==> src/rtl/dspd_pkg.sv <==
`timescale 1ns / 1ps

package dspd_pkg;

    // Fixed field and register widths
    localparam int TARGET_W   = 14;
    localparam int PERIOD_W   = 10;
    localparam int DUTY_W     = 7;
    localparam int INTEG_W    = 11;
    localparam int CFG_IDX_W  = 2;
    localparam int CFG_DATA_W = 14;

    // Register values after reset
    localparam logic [TARGET_W-1:0] TARGET_RESET = 14'd1000;
    localparam logic [PERIOD_W-1:0] PERIOD_RESET = 10'd100;
    localparam logic [DUTY_W-1:0]   MIN_RESET    = 7'd10;
    localparam logic [DUTY_W-1:0]   MAX_RESET    = 7'd95;

    // Integral clamp
    localparam logic signed [INTEG_W-1:0] INTEG_MAX = 11'sd1000;
    localparam logic signed [INTEG_W-1:0] INTEG_MIN = -11'sd1000;

    // Divide by 10 on |integral| <= 1000: (m * 205) >> 11 is exact below 1024
    localparam int              MAG10_W     = 10;
    localparam int              PROD10_W    = 18;
    localparam int              DIV10_SHIFT = 11;
    localparam int              Q10_W       = 7;
    localparam logic [7:0]      DIV10_MUL   = 8'd205;

    // Divide by 100 on a magnitude capped at 12800: (m * 5243) >> 19 is exact
    // below 43699; any quotient of 128 or more saturates the duty anyway
    localparam int                PID_MAG_W    = 14;
    localparam int                PROD100_W    = 27;
    localparam int                DIV100_SHIFT = 19;
    localparam int                Q100_W       = 8;
    localparam logic [12:0]       DIV100_MUL   = 13'd5243;
    localparam logic [PID_MAG_W-1:0] PID_MAG_SAT = 14'd12800;
    localparam logic [Q100_W-1:0] Q100_MAX     = 8'd128;

    // Working width of the duty sum
    localparam int DSUM_W = 10;

    // Configuration register indexes
    typedef enum logic [CFG_IDX_W-1:0] {
        CFG_TARGET_SPEED  = 2'd0,
        CFG_UPDATE_PERIOD = 2'd1,
        CFG_MIN_DUTY      = 2'd2,
        CFG_MAX_DUTY      = 2'd3
    } cfg_idx_t;

    // Control bits that travel with the last pipeline stage
    typedef struct packed {
        logic valid;
        logic upd;
        logic neg;
    } dspd_step_t;

endpackage

==> src/rtl/dspd_duty_acc.sv <==
`timescale 1ns / 1ps

module dspd_duty_acc
    import dspd_pkg::*;
(
    input  logic                 clk,
    input  logic                 rst_n,
    input  dspd_step_t           step,
    input  logic [PROD100_W-1:0] prod,
    input  logic [DUTY_W-1:0]    min_duty,
    input  logic [DUTY_W-1:0]    max_duty,
    input  logic                 out_ready,
    output logic                 take,
    output logic                 out_valid,
    output logic [DUTY_W-1:0]    duty_level,
    output logic                 updated
);

    logic                     out_valid_reg;
    logic [DUTY_W-1:0]        duty_store_reg;
    logic [DUTY_W-1:0]        duty_out_reg;
    logic                     updated_reg;
    logic [Q100_W-1:0]        step_mag;
    logic signed [DSUM_W-1:0] duty_sum;
    logic [DUTY_W-1:0]        duty_next;

    // Output register is free when empty or being drained
    assign take = !out_valid_reg || out_ready;

    // Finish the divide by 100 and apply the step with saturation
    always_comb
    begin
        step_mag = prod[PROD100_W-1:DIV100_SHIFT];
        if (step.neg)
        begin
            duty_sum = $signed(DSUM_W'(duty_store_reg)) - $signed(DSUM_W'(step_mag));
        end
        else
        begin
            duty_sum = $signed(DSUM_W'(duty_store_reg)) + $signed(DSUM_W'(step_mag));
        end
        duty_next = duty_sum[DUTY_W-1:0];
        if (duty_sum > $signed(DSUM_W'(max_duty)))
        begin
            duty_next = max_duty;
        end
        // min is applied last, so it wins over max
        if ((duty_sum < $signed(DSUM_W'(min_duty))) ||
            (duty_next < min_duty))
        begin
            duty_next = min_duty;
        end
    end

    // Hold the word valid flag and the stored duty
    always_ff @(posedge clk or negedge rst_n)
    begin
        if (!rst_n)
        begin
            out_valid_reg  <= 1'b0;
            duty_store_reg <= '0;
        end
        else if (take)
        begin
            out_valid_reg <= step.valid;
            if (step.valid && step.upd)
            begin
                duty_store_reg <= duty_next;
            end
        end
    end

    // Result payload
    always_ff @(posedge clk)
    begin
        if (take && step.valid)
        begin
            duty_out_reg <= step.upd ? duty_next : duty_store_reg;
            updated_reg  <= step.upd;
        end
    end

    assign out_valid  = out_valid_reg;
    assign duty_level = duty_out_reg;
    assign updated    = updated_reg;

endmodule

==> src/rtl/decimated_speed_pid_duty_unit.sv <==
`timescale 1ns / 1ps

// Channel | Signals                              | Word
// --------+--------------------------------------+-------------------------------
// in      | in_valid, in_ready                   | measured_speed
// out     | out_valid, out_ready                 | duty_level, updated
// cfg     | cfg_valid, cfg_ready, cfg_index      | cfg_data (always ready)
//
// Accepts one tick per cycle unless the output stalls; the result is registered
// in stages 0 to 3 and the output stage. The rate is set by the integral-clamp
// loop (stage 1) and the duty accumulate loop (output stage), each closed in its stage.
// Reset clears the tick count, integral, last error and duty to zero and
// loads the register defaults. Each stage holds when the one after it is
// full and stalled, so bubbles close up and input keeps flowing.

module decimated_speed_pid_duty_unit
    import dspd_pkg::*;
#(
    parameter int SPEED_WIDTH = 14
)
(
    input  logic                   clk,
    input  logic                   rst_n,
    input  logic                   in_valid,
    output logic                   in_ready,
    input  logic [SPEED_WIDTH-1:0] measured_speed,
    output logic                   out_valid,
    input  logic                   out_ready,
    output logic [DUTY_W-1:0]      duty_level,
    output logic                   updated,
    input  logic                   cfg_valid,
    output logic                   cfg_ready,
    input  logic [CFG_IDX_W-1:0]   cfg_index,
    input  logic [CFG_DATA_W-1:0]  cfg_data
);

    localparam int ERR_W = ((SPEED_WIDTH > TARGET_W) ? SPEED_WIDTH : TARGET_W) + 1;
    localparam int SUM_W = ERR_W + 1;
    localparam int DIF_W = ERR_W + 3;
    localparam int PID_W = DIF_W + 1;

    // Configuration registers
    logic [TARGET_W-1:0] target_reg;
    logic [PERIOD_W-1:0] period_reg;
    logic [DUTY_W-1:0]   min_duty_reg;
    logic [DUTY_W-1:0]   max_duty_reg;

    // Controller state
    logic [PERIOD_W-1:0]       tick_count_reg;
    logic signed [INTEG_W-1:0] error_sum_reg;
    logic signed [ERR_W-1:0]   prev_error_reg;

    // Pipeline registers
    logic                      v0_reg;
    logic [SPEED_WIDTH-1:0]    speed0_reg;
    logic                      v1_reg;
    logic                      upd1_reg;
    logic signed [ERR_W-1:0]   err1_reg;
    logic signed [ERR_W-1:0]   prev1_reg;
    logic signed [INTEG_W-1:0] integ1_reg;
    logic                      v2_reg;
    logic                      upd2_reg;
    logic                      neg2_reg;
    logic [PROD10_W-1:0]       prod10_reg;
    logic signed [DIF_W-1:0]   dif2_reg;
    dspd_step_t                step3_reg;
    logic [PROD100_W-1:0]      prod100_reg;

    // Stage enables
    logic free0;
    logic free1;
    logic free2;
    logic free3;
    logic out_take;

    // Stage 1 signals
    logic [PERIOD_W:0]         tick_next;
    logic                      do_upd;
    logic signed [ERR_W-1:0]   err;
    logic signed [SUM_W-1:0]   sum;
    logic signed [INTEG_W-1:0] integ;

    // Stage 2 signals
    logic [INTEG_W-1:0]        integ_neg;
    logic [MAG10_W-1:0]        mag10;
    logic signed [DIF_W-1:0]   err_x;
    logic signed [DIF_W-1:0]   prev_x;
    logic signed [DIF_W-1:0]   dif;

    // Stage 3 signals
    logic [Q10_W-1:0]          q10;
    logic signed [PID_W-1:0]   q10_x;
    logic signed [PID_W-1:0]   pid;
    logic [PID_W-1:0]          pid_abs;
    logic [PID_MAG_W-1:0]      pid_mag;

    // Configuration writes are always taken
    assign cfg_ready = 1'b1;

    always_ff @(posedge clk or negedge rst_n)
    begin
        if (!rst_n)
        begin
            target_reg   <= TARGET_RESET;
            period_reg   <= PERIOD_RESET;
            min_duty_reg <= MIN_RESET;
            max_duty_reg <= MAX_RESET;
        end
        else if (cfg_valid)
        begin
            case (cfg_idx_t'(cfg_index))
                CFG_TARGET_SPEED:  target_reg   <= cfg_data[TARGET_W-1:0];
                CFG_UPDATE_PERIOD: period_reg   <= cfg_data[PERIOD_W-1:0];
                CFG_MIN_DUTY:      min_duty_reg <= cfg_data[DUTY_W-1:0];
                CFG_MAX_DUTY:      max_duty_reg <= cfg_data[DUTY_W-1:0];
                default:           target_reg   <= target_reg;
            endcase
        end
    end

    // Backward enable chain
    assign free3    = !step3_reg.valid || out_take;
    assign free2    = !v2_reg || free3;
    assign free1    = !v1_reg || free2;
    assign free0    = !v0_reg || free1;
    assign in_ready = free0;

    // Stage 0: capture the input word
    always_ff @(posedge clk or negedge rst_n)
    begin
        if (!rst_n)
        begin
            v0_reg <= 1'b0;
        end
        else if (free0)
        begin
            v0_reg <= in_valid;
        end
    end

    always_ff @(posedge clk)
    begin
        if (free0 && in_valid)
        begin
            speed0_reg <= measured_speed;
        end
    end

    // Stage 1: tick decision, error and clamped integral
    always_comb
    begin
        tick_next = {1'b0, tick_count_reg} + (PERIOD_W + 1)'(1);
        do_upd    = tick_next >= {1'b0, period_reg};
        err       = $signed(ERR_W'(target_reg)) - $signed(ERR_W'(speed0_reg));
        sum       = SUM_W'(error_sum_reg) + SUM_W'(err);
        if (sum > SUM_W'(INTEG_MAX))
        begin
            integ = INTEG_MAX;
        end
        else if (sum < SUM_W'(INTEG_MIN))
        begin
            integ = INTEG_MIN;
        end
        else
        begin
            integ = sum[INTEG_W-1:0];
        end
    end

    // Advance controller state as each tick passes stage 1
    always_ff @(posedge clk or negedge rst_n)
    begin
        if (!rst_n)
        begin
            tick_count_reg <= '0;
            error_sum_reg  <= '0;
            prev_error_reg <= '0;
            v1_reg         <= 1'b0;
        end
        else if (free1)
        begin
            v1_reg <= v0_reg;
            if (v0_reg)
            begin
                if (do_upd)
                begin
                    tick_count_reg <= '0;
                    error_sum_reg  <= integ;
                    prev_error_reg <= err;
                end
                else
                begin
                    tick_count_reg <= tick_next[PERIOD_W-1:0];
                end
            end
        end
    end

    always_ff @(posedge clk)
    begin
        if (free1)
        begin
            upd1_reg   <= do_upd;
            err1_reg   <= err;
            prev1_reg  <= prev_error_reg;
            integ1_reg <= integ;
        end
    end

    // Stage 2: integral / 10 by reciprocal, 3*err - last error
    always_comb
    begin
        integ_neg = -integ1_reg;
        mag10     = integ1_reg[INTEG_W-1] ? integ_neg[MAG10_W-1:0]
                                          : integ1_reg[MAG10_W-1:0];
        err_x     = DIF_W'(err1_reg);
        prev_x    = DIF_W'(prev1_reg);
        dif       = (err_x <<< 1) + err_x - prev_x;
    end

    always_ff @(posedge clk or negedge rst_n)
    begin
        if (!rst_n)
        begin
            v2_reg <= 1'b0;
        end
        else if (free2)
        begin
            v2_reg <= v1_reg;
        end
    end

    always_ff @(posedge clk)
    begin
        if (free2)
        begin
            upd2_reg   <= upd1_reg;
            neg2_reg   <= integ1_reg[INTEG_W-1];
            prod10_reg <= PROD10_W'(mag10) * PROD10_W'(DIV10_MUL);
            dif2_reg   <= dif;
        end
    end

    // Stage 3: controller output, magnitude capped, times 1/100 reciprocal
    always_comb
    begin
        q10     = prod10_reg[PROD10_W-1:DIV10_SHIFT];
        q10_x   = PID_W'($signed({1'b0, q10}));
        pid     = neg2_reg ? (PID_W'(dif2_reg) - q10_x) : (PID_W'(dif2_reg) + q10_x);
        pid_abs = pid[PID_W-1] ? PID_W'(-pid) : PID_W'(pid);
        if (pid_abs > PID_W'(PID_MAG_SAT))
        begin
            pid_mag = PID_MAG_SAT;
        end
        else
        begin
            pid_mag = pid_abs[PID_MAG_W-1:0];
        end
    end

    always_ff @(posedge clk or negedge rst_n)
    begin
        if (!rst_n)
        begin
            step3_reg   <= '0;
            prod100_reg <= '0;
        end
        else if (free3)
        begin
            step3_reg.valid <= v2_reg;
            step3_reg.upd   <= upd2_reg;
            step3_reg.neg   <= pid[PID_W-1];
            prod100_reg     <= PROD100_W'(pid_mag) * PROD100_W'(DIV100_MUL);
        end
    end

    // Output stage: duty accumulate and result register
    dspd_duty_acc u_duty
    (
        .clk        (clk),
        .rst_n      (rst_n),
        .step       (step3_reg),
        .prod       (prod100_reg),
        .min_duty   (min_duty_reg),
        .max_duty   (max_duty_reg),
        .out_ready  (out_ready),
        .take       (out_take),
        .out_valid  (out_valid),
        .duty_level (duty_level),
        .updated    (updated)
    );

    // Integral never leaves its clamp range
    a_integ_range: assert property (@(posedge clk) disable iff (!rst_n)
        (error_sum_reg >= INTEG_MIN) && (error_sum_reg <= INTEG_MAX))
        else $error("error sum outside clamp range");

    // Tick count stays below the largest period
    a_tick_range: assert property (@(posedge clk) disable iff (!rst_n)
        tick_count_reg != {PERIOD_W{1'b1}})
        else $error("tick count reached the all-ones value");

    // Capped magnitude keeps the duty step within 128
    a_step_cap: assert property (@(posedge clk) disable iff (!rst_n)
        step3_reg.valid |-> (prod100_reg[PROD100_W-1:DIV100_SHIFT] <= Q100_MAX))
        else $error("duty step above cap");

    // A full pipeline behind a stalled output refuses input
    a_full_stall: assert property (@(posedge clk) disable iff (!rst_n)
        (v0_reg && v1_reg && v2_reg && step3_reg.valid && out_valid && !out_ready)
        |-> !in_ready)
        else $error("input taken while pipeline full and stalled");

endmodule
==> config.mk <==
export PLATFORM = sky130hd
export DESIGN_NAME = decimated_speed_pid_duty_unit
export DESIGN_NICKNAME = d
export VERILOG_FILES = /design/src/rtl/dspd_pkg.sv /design/src/rtl/dspd_duty_acc.sv /design/src/rtl/decimated_speed_pid_duty_unit.sv
export SDC_FILE = /design/constraint.sdc
export NUM_CORES = 1
export LEC_CHECK = 0
export BUFFER_PORTS_ARGS = -buffer_cell sky130_fd_sc_hd__buf_2
export CELL_PAD_IN_SITES_DETAIL_PLACEMENT = 1
export CELL_PAD_IN_SITES_GLOBAL_PLACEMENT = 1
export CORE_ASPECT_RATIO = 0.75
export CORE_UTILIZATION = 53
export CTS_CLUSTER_DIAMETER = 60
export DETAILED_ROUTE_END_ITERATION = 10
export HOLD_SLACK_MARGIN = 0.08
export PLACE_DENSITY_LB_ADDON = 0.1
export SYNTH_ARGS = -nofsm -noshare
export SYNTH_HDL_FRONTEND = slang
export SYNTH_SLANG_ARGS = --single-unit
==> constraint.sdc <==
create_clock -name clk -period 14.7 [get_ports clk]
set_input_delay 2.94 -clock clk [delete_from_list [all_inputs] [get_ports clk]]
set_output_delay 2.94 -clock clk [all_outputs]
set_load 0.005 [all_outputs]
==> results.json <==
{
  "start_kind": "register",
  "final_common_cell": "inv_1",
  "r2r_slack_ns": 4.33,
  "path_common_cell": "inv_1",
  "drt_first_pass_iters": 5,
  "synth.area.top_cells": "ha_1, edfxtp_1, dfrtp_1, fa_1, inv_1",
  "holdBufCountCts": 0,
  "clock-sinks": 187,
  "drv_cap": 0,
  "cts_setup_buffers": 0,
  "cts_tree": "done",
  "outcome": "finished, final reports clean",
  "grt_pass1_wl_um": 70400,
  "worstSetupPathType": "reg2reg",
  "final_cell_count_no_fill": 2249,
  "fmax_mhz": 96.5,
  "wire_per_inst_um": 19.1,
  "cp_slowest_cell": "fa_1",
  "ys_seq_area_share_pct": 30.0,
  "syn_area_mm2": 0.0172,
  "finalHoldViolations": 0,
  "async_reset_ff_share_pct": 51.3,
  "die_width_um": 210,
  "cts_made_buffers": 17,
  "cts_max_level": 4,
  "grt_start_max_net_pins": 74,
  "synth_fa_ha_area_share_pct": 29.2,
  "overflow": 0,
  "drc": 0,
  "setup_tns_ns": 0,
  "drtIter0Drc": 538,
  "critPathMaxFanout": 32,
  "die_height_um": 158,
  "period_share_pct": 70.5,
  "clk_path_buf_depth": 2,
  "synth_cell_type_count": 79,
  "vias_per_cell": 5.62,
  "synth_top_cell_by_area": "ha_1",
  "synth_seq_cells": 187,
  "grt_pass1_vias": 13452,
  "rsz0062_at_grt": "no",
  "path_clk_slew_ns": 0.08,
  "synth-xor-area-share_pct": 5.69,
  "crit_required_ns": 15.07,
  "yosysWarnings": 0,
  "tightest_slew_ns": 1.21,
  "synth_edf_count": 91,
  "postSynthCellCount": 1762,
  "grt_usage_pct": 27.1,
  "setup.worst_path.start": "prod10_reg[13]",
  "hold_path.class": "reg2reg",
  "reg2reg_from": "prod10_reg[13]",
  "synth_top_area_share_pct": 18.7,
  "arrival_ns": 10.74,
  "min_from": "upd1_reg",
  "routed-via-count": 12650,
  "post-dp-hpwl_um": 34900,
  "mostFrequentLayoutCells": "inv_1, ha_1, nand2_1",
  "crit_end": "prod100_reg[26]",
  "synth_compound_area_share_pct": 12.9,
  "io_pins": 46,
  "nNetsFinal": 2183,
  "setup_violations": 0,
  "root_buffer": "clkbuf_16",
  "port_buffers": 44,
  "synth_flop_cell": "edfxtp_1",
  "synth_nets": 2144,
  "syn-mean-instance-area_um2": 9.76,
  "fp.coreArea_mm2": 0.0316,
  "start_util_pct": 54.4,
  "finalMaxSlewViolations": 0,
  "dp.cells": 2217,
  "r2r_end": "prod100_reg[26]",
  "synth_simple_gate_area_share_pct": 11.2,
  "finalWeightedCongestion": 0.908,
  "diodes": 0,
  "r2r_cells": 42,
  "final.setup_skew_ns": 0.0158,
  "largest_reg_flops": 18,
  "drive_above_1_share_pct": 10.7,
  "synth_top_family_by_area": "adder cells",
  "period_needed_ns": 10.37,
  "slew-limit-headroom_pct": 18.8,
  "drt-total-wl_um": 42900,
  "end_kind": "register",
  "rows": 56,
  "syn_to_final_growth_pct": 7.62,
  "antenna_found_initial": 0,
  "cts_resized": 0,
  "ant_nets": 0,
  "dieArea_mm2": 0.0332,
  "synthMuxAreaShare_pct": 4.15,
  "slowest_delay_ns": 0.53,
  "clk_latency_ns": 0.46
}
## worst max-delay path: cells and delay by family (launching register included)
family	cells	cell delay (ns)
flip-flops	1	0.42
multiplexers	1	0.09
AND/OR/NAND/NOR	7	1.69
adder cells (fa/ha/maj)	7	2.82
XOR/XNOR	2	0.34
AO/OA/AOI/OAI	18	3.99
buffers and inverters	7	0.94
## cells by family (layout without fill, tap and decap cells)
kind of cell | count (synthesis) | count (layout)
and+or+nand+nor | 406 | 406
adders and majority gates | 348 | 348
AOI/OAI and AO/OA | 336 | 336
buffers and inverters | 310 | 362
DFF | 187 | 187
xor gates and xnor gates | 110 | 110
muxes | 64 | 64
other | 1 | 1
## per-layer routing
layer  track usage (%)  vias up  part of all wire (%)
met1              38.3     6337                    49
li1                  -     6091                     -
met2              44.7      174                    46
met5                 0        -                     0
met4              5.39        0                   1.2
met3              3.51       48                   3.0
## stage by stage
stage	hold slack (ns)	setup slack (ns)	utilization, %	cell area, um2
3_5_place_dp	0.413	4.45	56.7	17900
6_report	0.429	4.33	58.6	18500
3_3_place_gp	0.414	4.59	56.7	17900
2_1_floorplan	0.400	5.42	-	17200
5_1_grt	0.437	3.43	58.6	18500
4_1_cts	0.432	4.39	58.6	18500
## cells in the mapped netlist (11+ instances only)
cell type  count
a21oi_1       84
clkbuf_1      24
fa_1          90
and3_1        13
nand2_1      130
ha_1         257
nor2b_1       17
nand2b_1      12
o21ai_0       82
nor2_1       115
xnor2_1       84
or2_2         14
o31ai_1       11
a21boi_0      13
dfstp_2       17
edfxtp_1      91
mux2_2        58
inv_1        279
nor3_1        30
nand3_1       28
dfrtp_1       79
xor2_1        24
o21bai_1      16
a21o_1        45
## cell type report
| class | instances | area, um2 |
|---|---|---|
| Clock buffer | 17 | 425 |
| Clock inverter | 15 | 173 |
| Fill cell | 3503 | 13100 |
| Inverter | 279 | 1050 |
| Multi-Input combinational cell | 1265 | 10900 |
| Sequential cell | 187 | 5160 |
| Tap cell | 435 | 544 |
| Timing Repair Buffer | 51 | 275 |
## worst min path at each step
| stage | endpoint | slack (ns) | depth (start not counted) |
|---|---|---|---|
| after detailed placement | upd2_reg | 0.41 | 0 |
| after global routing | upd2_reg | 0.44 | 0 |
| after floorplan | upd2_reg | 0.40 | 0 |
| after CTS | upd2_reg | 0.43 | 0 |
| final | upd2_reg | 0.43 | 0 |
| after global placement | upd2_reg | 0.41 | 0 |
Power is left out: the tool's default activity adds up to more than one toggle a clock period on the data nets, which glitch-free logic cannot reach.
